==> config.mk <==
export PLATFORM = sky130hd
export DESIGN_NAME = length_prefixed_deframer
export DESIGN_NICKNAME = d
export VERILOG_FILES = /design/src/hdl/lpd_pkg.sv /design/src/hdl/lpd_front.sv /design/src/hdl/lpd_queue.sv /design/src/hdl/lpd_back.sv /design/src/hdl/length_prefixed_deframer.sv
export SDC_FILE = /design/constraint.sdc
export NUM_CORES = 1
export LEC_CHECK = 0
export BUFFER_PORTS_ARGS = -buffer_cell sky130_fd_sc_hd__clkbuf_2
export CORE_MARGIN = 2
export CORE_UTILIZATION = 45
export DETAILED_ROUTE_END_ITERATION = 10
export GPL_TIMING_DRIVEN = 0
export PLACE_DENSITY = 0.65
export SYNTH_ARGS = -nofsm -noshare
export SYNTH_HDL_FRONTEND = slang
export SYNTH_SLANG_ARGS = --single-unit
==> constraint.sdc <==
create_clock -name clk_i -period 8.2 [get_ports clk_i]
set_input_delay 1.64 -clock clk_i [delete_from_list [all_inputs] [get_ports clk_i]]
set_output_delay 1.64 -clock clk_i [all_outputs]
set_load 0.05 [all_outputs]
==> src/hdl/lpd_pkg.sv <==
// Shared types and constants for the length-prefixed deframer.
package lpd_pkg;

  localparam int unsigned HdrLenBytes = 4;
  localparam int unsigned HdrCntW     = $clog2(HdrLenBytes + 1);
  localparam logic [31:0] MaxLenReset = 32'd16777216;

  // Register index as decoded from paddr
  localparam logic REG_MAX_LEN    = 1'b0;
  localparam logic REG_BIG_ENDIAN = 1'b1;

  typedef enum logic [1:0] {
    KIND_PAYLOAD = 2'd0,
    KIND_EMPTY   = 2'd1,
    KIND_ERROR   = 2'd2
  } kind_e;

  typedef struct packed {
    kind_e       kind;
    logic [7:0]  data;
    logic [7:0]  opcode;
    logic [31:0] length;
    logic        last;
  } result_t;

  typedef struct packed {
    logic [31:0] max_len;
    logic        big_endian;
  } cfg_t;

endpackage

==> src/hdl/lpd_front.sv <==
// Front end: accepts stream words, tracks the frame header and classifies each word.
module lpd_front (
  input  logic             clk_i,
  input  logic             rst_ni,
  input  lpd_pkg::cfg_t    cfg_i,
  input  logic             in_valid_i,
  output logic             in_stall_o,
  input  logic [7:0]       rx_byte_i,
  input  logic             q_full_i,
  output logic             push_o,
  output lpd_pkg::result_t push_data_o
);
  import lpd_pkg::*;

  logic [HdrCntW-1:0] hdr_cnt_q, hdr_cnt_d;
  logic [31:0]        len_q, len_d;
  logic [7:0]         opcode_q, opcode_d;
  logic [31:0]        remain_q, remain_d;
  logic               failed_q, failed_d;
  logic               accept;
  logic [31:0]        len_base;

  assign in_stall_o = q_full_i;
  assign accept     = in_valid_i && !q_full_i;
  assign len_base   = (hdr_cnt_q == '0) ? 32'd0 : len_q;

  always_comb begin
    hdr_cnt_d   = hdr_cnt_q;
    len_d       = len_q;
    opcode_d    = opcode_q;
    remain_d    = remain_q;
    failed_d    = failed_q;
    push_o      = 1'b0;
    push_data_o = '{kind: KIND_PAYLOAD, data: rx_byte_i, opcode: opcode_q,
                    length: len_q, last: 1'b0};
    if (accept && !failed_q) begin
      if (remain_q != '0) begin
        remain_d         = remain_q - 32'd1;
        push_o           = 1'b1;
        push_data_o.last = (remain_q == 32'd1);
      end else if (hdr_cnt_q < HdrCntW'(HdrLenBytes)) begin
        hdr_cnt_d = hdr_cnt_q + HdrCntW'(1);
        if (cfg_i.big_endian) begin
          len_d = {len_base[23:0], rx_byte_i};
        end else begin
          len_d = len_base;
          case (hdr_cnt_q[1:0])
            2'd0:    len_d[7:0]   = len_base[7:0]   | rx_byte_i;
            2'd1:    len_d[15:8]  = len_base[15:8]  | rx_byte_i;
            2'd2:    len_d[23:16] = len_base[23:16] | rx_byte_i;
            default: len_d[31:24] = len_base[31:24] | rx_byte_i;
          endcase
        end
      end else begin
        // Opcode word closes the header
        opcode_d           = rx_byte_i;
        hdr_cnt_d          = '0;
        push_data_o.opcode = rx_byte_i;
        push_data_o.data   = 8'd0;
        if (len_q > cfg_i.max_len) begin
          failed_d         = 1'b1;
          push_o           = 1'b1;
          push_data_o.kind = KIND_ERROR;
        end else if (len_q == '0) begin
          push_o           = 1'b1;
          push_data_o.kind = KIND_EMPTY;
          push_data_o.last = 1'b1;
        end else begin
          remain_d = len_q;
        end
      end
    end
  end

  always_ff @(posedge clk_i or negedge rst_ni) begin
    if (!rst_ni) begin
      hdr_cnt_q <= '0;
      len_q     <= '0;
      opcode_q  <= '0;
      remain_q  <= '0;
      failed_q  <= 1'b0;
    end else begin
      hdr_cnt_q <= hdr_cnt_d;
      len_q     <= len_d;
      opcode_q  <= opcode_d;
      remain_q  <= remain_d;
      failed_q  <= failed_d;
    end
  end

endmodule

==> src/hdl/lpd_queue.sv <==
// Two-entry result queue between front end and output stage.
module lpd_queue (
  input  logic             clk_i,
  input  logic             rst_ni,
  input  logic             push_i,
  input  lpd_pkg::result_t push_data_i,
  output logic             full_o,
  input  logic             pop_i,
  output logic             valid_o,
  output lpd_pkg::result_t pop_data_o
);
  import lpd_pkg::*;

  result_t     mem_q [2];
  logic        wr_ptr_q, rd_ptr_q;
  logic [1:0]  count_q;

  assign full_o     = (count_q == 2'd2);
  assign valid_o    = (count_q != 2'd0);
  assign pop_data_o = mem_q[rd_ptr_q];

  always_ff @(posedge clk_i) begin
    if (push_i) begin
      mem_q[wr_ptr_q] <= push_data_i;
    end
  end

  always_ff @(posedge clk_i or negedge rst_ni) begin
    if (!rst_ni) begin
      wr_ptr_q <= 1'b0;
      rd_ptr_q <= 1'b0;
      count_q  <= 2'd0;
    end else begin
      if (push_i) begin
        wr_ptr_q <= ~wr_ptr_q;
      end
      if (pop_i) begin
        rd_ptr_q <= ~rd_ptr_q;
      end
      case ({push_i, pop_i})
        2'b10:   count_q <= count_q + 2'd1;
        2'b01:   count_q <= count_q - 2'd1;
        default: count_q <= count_q;
      endcase
    end
  end

endmodule

==> src/hdl/lpd_back.sv <==
// Back end: output register that presents one result word at a time.
module lpd_back (
  input  logic             clk_i,
  input  logic             rst_ni,
  input  logic             q_valid_i,
  input  lpd_pkg::result_t q_data_i,
  output logic             pop_o,
  output logic             out_valid_o,
  input  logic             out_stall_i,
  output lpd_pkg::result_t out_data_o
);
  import lpd_pkg::*;

  logic    valid_q;
  result_t data_q;

  // Load when the register is empty or its word leaves this cycle
  assign pop_o       = q_valid_i && (!valid_q || !out_stall_i);
  assign out_valid_o = valid_q;
  assign out_data_o  = data_q;

  always_ff @(posedge clk_i or negedge rst_ni) begin
    if (!rst_ni) begin
      valid_q <= 1'b0;
    end else if (pop_o) begin
      valid_q <= 1'b1;
    end else if (!out_stall_i) begin
      valid_q <= 1'b0;
    end
  end

  always_ff @(posedge clk_i) begin
    if (pop_o) begin
      data_q <= q_data_i;
    end
  end

endmodule

==> src/hdl/length_prefixed_deframer.sv <==
// Length-prefixed deframer top level: config registers, front end, queue, output stage.
// Each result is written into the queue, then into the output register, before it is valid at the outputs.
// Throughput: one input word per cycle, unless in_stall_o is raised while the queue is full.
// A two-entry queue holds up to two results while the output stalls, so the input keeps flowing until it is full.
// Reset (rst_ni low, asynchronous) clears the parser, the failed flag and the queue,
// and loads max_frame_length = 16777216 and length_big_endian = 1.
module length_prefixed_deframer (
  input  logic        clk_i,
  input  logic        rst_ni,
  input  logic        psel,
  input  logic        penable,
  input  logic        pwrite,
  input  logic [2:0]  paddr,
  input  logic [31:0] pwdata,
  output logic [31:0] prdata,
  output logic        pready,
  input  logic        in_valid_i,
  output logic        in_stall_o,
  input  logic [7:0]  rx_byte_i,
  output logic        out_valid_o,
  input  logic        out_stall_i,
  output logic [1:0]  result_kind_o,
  output logic [7:0]  payload_byte_o,
  output logic [7:0]  frame_opcode_o,
  output logic [31:0] frame_length_o,
  output logic        last_of_frame_o
);
  import lpd_pkg::*;

  cfg_t    cfg_q;
  logic    cfg_wr;
  logic    push, q_full, pop, q_valid;
  result_t push_data, q_data, out_data;

  assign pready = 1'b1;
  assign cfg_wr = psel && penable && pwrite;

  always_ff @(posedge clk_i or negedge rst_ni) begin
    if (!rst_ni) begin
      cfg_q.max_len    <= MaxLenReset;
      cfg_q.big_endian <= 1'b1;
    end else if (cfg_wr) begin
      case (paddr[2])
        REG_MAX_LEN:    cfg_q.max_len    <= pwdata;
        REG_BIG_ENDIAN: cfg_q.big_endian <= pwdata[0];
        default:        cfg_q            <= cfg_q;
      endcase
    end
  end

  always_comb begin
    case (paddr[2])
      REG_MAX_LEN:    prdata = cfg_q.max_len;
      REG_BIG_ENDIAN: prdata = {31'd0, cfg_q.big_endian};
      default:        prdata = 32'd0;
    endcase
  end

  lpd_front u_front (
    .clk_i       (clk_i),
    .rst_ni      (rst_ni),
    .cfg_i       (cfg_q),
    .in_valid_i  (in_valid_i),
    .in_stall_o  (in_stall_o),
    .rx_byte_i   (rx_byte_i),
    .q_full_i    (q_full),
    .push_o      (push),
    .push_data_o (push_data)
  );

  lpd_queue u_queue (
    .clk_i       (clk_i),
    .rst_ni      (rst_ni),
    .push_i      (push),
    .push_data_i (push_data),
    .full_o      (q_full),
    .pop_i       (pop),
    .valid_o     (q_valid),
    .pop_data_o  (q_data)
  );

  lpd_back u_back (
    .clk_i       (clk_i),
    .rst_ni      (rst_ni),
    .q_valid_i   (q_valid),
    .q_data_i    (q_data),
    .pop_o       (pop),
    .out_valid_o (out_valid_o),
    .out_stall_i (out_stall_i),
    .out_data_o  (out_data)
  );

  assign result_kind_o   = out_data.kind;
  assign payload_byte_o  = out_data.data;
  assign frame_opcode_o  = out_data.opcode;
  assign frame_length_o  = out_data.length;
  assign last_of_frame_o = out_data.last;

endmodule
==> summary.md <==
| Metric | Value |
|---|---|
| Syn avg cell area | between 10 and 15 sq um |
| Largest net degree at the start of global routing | 80 |
| Vias | between 7,000 and 8,000 |
| Die area | roughly 28,000 sq um |
| Rows | between 50 and 60 |
| DRC violations left | 0 |
| Post-Syn Area | about 12,000 sq um |
| TritonCTS clock tree | yes |
| Pint | a little under 0.003 W |
| Clock buffer depth | 3 |
| GRT overflow | 0 |
| Clk pwr share | 0.276 |
| Core Region | around 26,000 sq um |
| Fin. Hold Viols | 0 |
| P&R area growth vs syn | 17.4% |
| Register area share after synthesis | 0.625 |
| WL/cell | between 15 and 20 um |
| RSZ-0062 raised after global routing | no |
| H-tree depth | 1 |
| Non-Filler Instances | around 1,400 |
| # nets final | approximately 1,200 |
| Worst EP arrival | between 4 and 5 ns |
| HP Class | reg -> reg |
| TritonCTS Buffers | 27 |
| Switching share of power | 0.352 |
| Max-slew violation count | 0 |
| Worst ir drop on vdd | 0.260 mV |
| CP Launch Type | register |
| Clk sinks | approximately 270 |
| Final setup fails | 0 |
| I/O pins | about 140 |
| Critical Path Fanout Max | 32 |
| Status | finished, final reports clean |
| Post-route worst setup slack | ~3.8 ns |
| Post-layout minimum cycle time | about 4.4 ns |
| Max cap viols | 0 |
| Most frequent cells in the layout | 153 x edfxtp_1, 130 x clkbuf_2, 112 x dfrtp_1 |
| Mapped Cells | ~900 |
| Number of fill cells | 2,222 |
| YS warnings | 0 |
| Share of cells above drive strength 1 | 0.289 |
| DP Wirelength | approximately 19,000 um |
| Required @ worst endpoint | ~8.4 ns |
| Initial DRT Pass Iterations | 6 |
| Logic pwr share | 0.298 |
| Fmax | 228 MHz |
| Critical path class | reg -> reg |
| Worst-Margin Slew | 0.995 ns |
| ANT nets after route | 0 |
| Synth cell types | 63 |
| Synth Net Count | 999 |
| Post-CTS sizing | 0 |
| Clock Pin Slew Worst Setup and Hold Paths | about 0.06 ns |
| DIE WIDTH | roughly 170 um |
| Yosys reg bits | about 270 |
| First-pass GRT wire length | between 40,000 and 50,000 um |
| PwrDens | roughly 320 nW/um^2 |
| DRT iter0 DRCs | 700 |
| Antenna cells | 0 |
| GRT Util Overall | 0.198 |
| Setup tns final | 0 ns |
| Final Cycle Share | 0.536 |
| Reg power frac | 0.426 |
| Die Y | between 150 and 200 um |
| Port Buf Inserts | between 100 and 150 |
| Setup Skew | 0.0256 ns |
| Post-Place Cells | ~1,400 |
| Crit end category | register |
| Commonest non-fill, non-tap cell in the layout | edfxtp_1 |
| WHS | 0.492 ns |
| Clock root buffer | clkbuf_16 |
| EDFF count, synth | about 150 |
| Switching pwr | about 0.0016 W |
| Initial antenna violation count | 0 |
| Main synth FF type | edfxtp_1 |
| Setup WS pre-CTS | between 3 and 4 ns |
| Detailed Route WL | approximately 28,000 um |
| Ys async rst share | 0.427 |
| Vias in the first global route | ~7,800 |
| Slew HR | 0.335 |
| Setup bufs post-CTS | 0 |
| Starting Density | 0.457 |
| Hold buffers post-CTS | 0 |
| Vias per Instance | 5.58 |
| Leakage | 5.95 nW |
| Later-pin clock latency in the skew report | between 0.5 and 0.6 ns |
| GP Congestion | around 0.93 |
## stage by stage
| step | area [sq um] | power, W | util |
|---|---|---|---|
| after floorplan | 11900 | 0.00292 | - |
| after global placement | 13000 | 0.00325 | 0.498 |
| after detailed placement | 13100 | 0.00327 | 0.503 |
| after CTS | 14000 | 0.00451 | 0.537 |
| after global routing | 14000 | 0.00467 | 0.537 |
| final | 14000 | 0.00447 | 0.537 |
## cell families after synthesis
kind of cell             count (synthesis)  share of synthesized area
flip-flops                             267                      0.625
AND/OR/NAND/NOR                        229                      0.101
AO/OA/AOI/OAI                          162                     0.0843
multiplexers                           120                      0.115
buffers and inverters                   87                     0.0300
adder cells (fa/ha/maj)                 39                     0.0410
XOR/XNOR                                 5                    0.00368
other                                    1                   0.000315
## per-layer routing
| layer | wire length, um | share of wire | global-route usage |
|---|---|---|---|
| met1 | 11700 | 0.42 | 0.263 |
| met3 | 2090 | 0.075 | 0.0387 |
| met2 | 13100 | 0.47 | 0.325 |
| met4 | 905 | 0.033 | 0.0708 |
| met5 | 0 | 0 | 0 |
## worst paths after layout
kind                       cells after the start             endpoint          startpoint  slack (ns)
setup / recovery                              10  u_queue.mem_q[0][9]   u_front.len_q[31]        3.81
hold / removal                                 1   u_queue.count_q[1]  u_queue.count_q[1]        0.49
setup reg to reg                              10  u_queue.mem_q[0][9]   u_front.len_q[31]        3.81
hold reg to reg                                1   u_queue.count_q[1]  u_queue.count_q[1]        0.49
max in group asynchronous                      2     u_front.len_q[6]              rst_ni        6.48
min in group asynchronous                      1            cfg_q[13]              rst_ni        1.00
## synthesized netlist by cell type (2+ instances only)
| library cell | number | share of area |
|---|---|---|
| a21o_1 | 3 | 0.0019 |
| a21oi_1 | 40 | 0.017 |
| a221oi_1 | 4 | 0.0029 |
| a22o_1 | 3 | 0.0022 |
| a22oi_1 | 25 | 0.016 |
| a31oi_1 | 4 | 0.0021 |
| and2_1 | 4 | 0.0021 |
| and3_1 | 4 | 0.0021 |
| buf_1 | 3 | 0.00095 |
| buf_2 | 4 | 0.0017 |
| buf_6 | 3 | 0.0028 |
| clkbuf_1 | 29 | 0.0091 |
| dfrtp_1 | 112 | 0.24 |
| dfstp_2 | 2 | 0.0044 |
| edfxtp_1 | 153 | 0.39 |
| ha_1 | 39 | 0.041 |
| inv_1 | 47 | 0.015 |
| mux2_2 | 108 | 0.10 |
| mux2_4 | 6 | 0.0076 |
| mux2i_1 | 6 | 0.0050 |
| nand2_1 | 53 | 0.017 |
| nand2b_1 | 3 | 0.0016 |
| nand3_1 | 11 | 0.0046 |
| nand3b_1 | 2 | 0.0013 |
| nand4_1 | 18 | 0.0095 |
| nand4b_1 | 4 | 0.0029 |
| nor2_1 | 60 | 0.019 |
| nor2_2 | 2 | 0.0011 |
| nor2b_1 | 16 | 0.0084 |
| nor3_1 | 14 | 0.0059 |
| nor4_1 | 20 | 0.011 |
| o2111ai_1 | 2 | 0.0015 |
| o211ai_1 | 2 | 0.0013 |
| o21a_1 | 6 | 0.0038 |
| o21ai_0 | 57 | 0.024 |
| o22ai_1 | 3 | 0.0016 |
| o31ai_1 | 2 | 0.0013 |
| or2_2 | 3 | 0.0016 |
| or3_1 | 2 | 0.0011 |
| or3b_2 | 2 | 0.0015 |
| or4_1 | 3 | 0.0019 |
| or4_4 | 2 | 0.0019 |
| xnor2_1 | 2 | 0.0015 |
| xor2_1 | 3 | 0.0022 |
## power groups by stage
stage	registers (W)	clock network (W)	logic, W
after global routing	0.00194	0.00131	0.00142
after global placement	0.00195	0	0.00130
after floorplan	0.00230	0	0.000623
final	0.00190	0.00123	0.00133
after detailed placement	0.00193	0	0.00134
after CTS	0.00191	0.00126	0.00134
## sequential cells by signal (all words and copies together) (netlist names)
register	count
u_front.hdr_cnt_q	3
u_queue.mem_q	102
u_queue.count_q	2
u_back.out_data_o	51
u_front.opcode_q	8
u_back.out_valid_o	1
u_front.failed_q	1
u_queue.rd_ptr_q	1
u_front.len_q	32
u_front.remain_q	32
cfg_q	33
u_queue.wr_ptr_q	1
## worst max-delay path: stages, from the launching register on
cell and delay [ns]:
dfrtp_1 0.51, ha_1 0.37, nand4_1 0.21, nor4_1 0.57, a21bo_2 0.28, a31oi_1 0.36, nor3_1 0.12, clkbuf_1 0.28
a21oi_1 0.40, nor2b_4 0.65, buf_12 0.29
## layout make-up
cell class / count / area (sq um) / share of cell area
buffer: 40 / 181 / 0.0130
clock inverter: 10 / 128 / 0.00913
sequential: 267 / 7450 / 0.533
multi-input combinational: 556 / 4130 / 0.295
tap: 335 / 419 / 0.0300
timing repair buffer: 135 / 752 / 0.0538
inverter: 47 / 176 / 0.0126
clock buffer: 40 / 754 / 0.0539
Power figures use the tool's default switching activity.
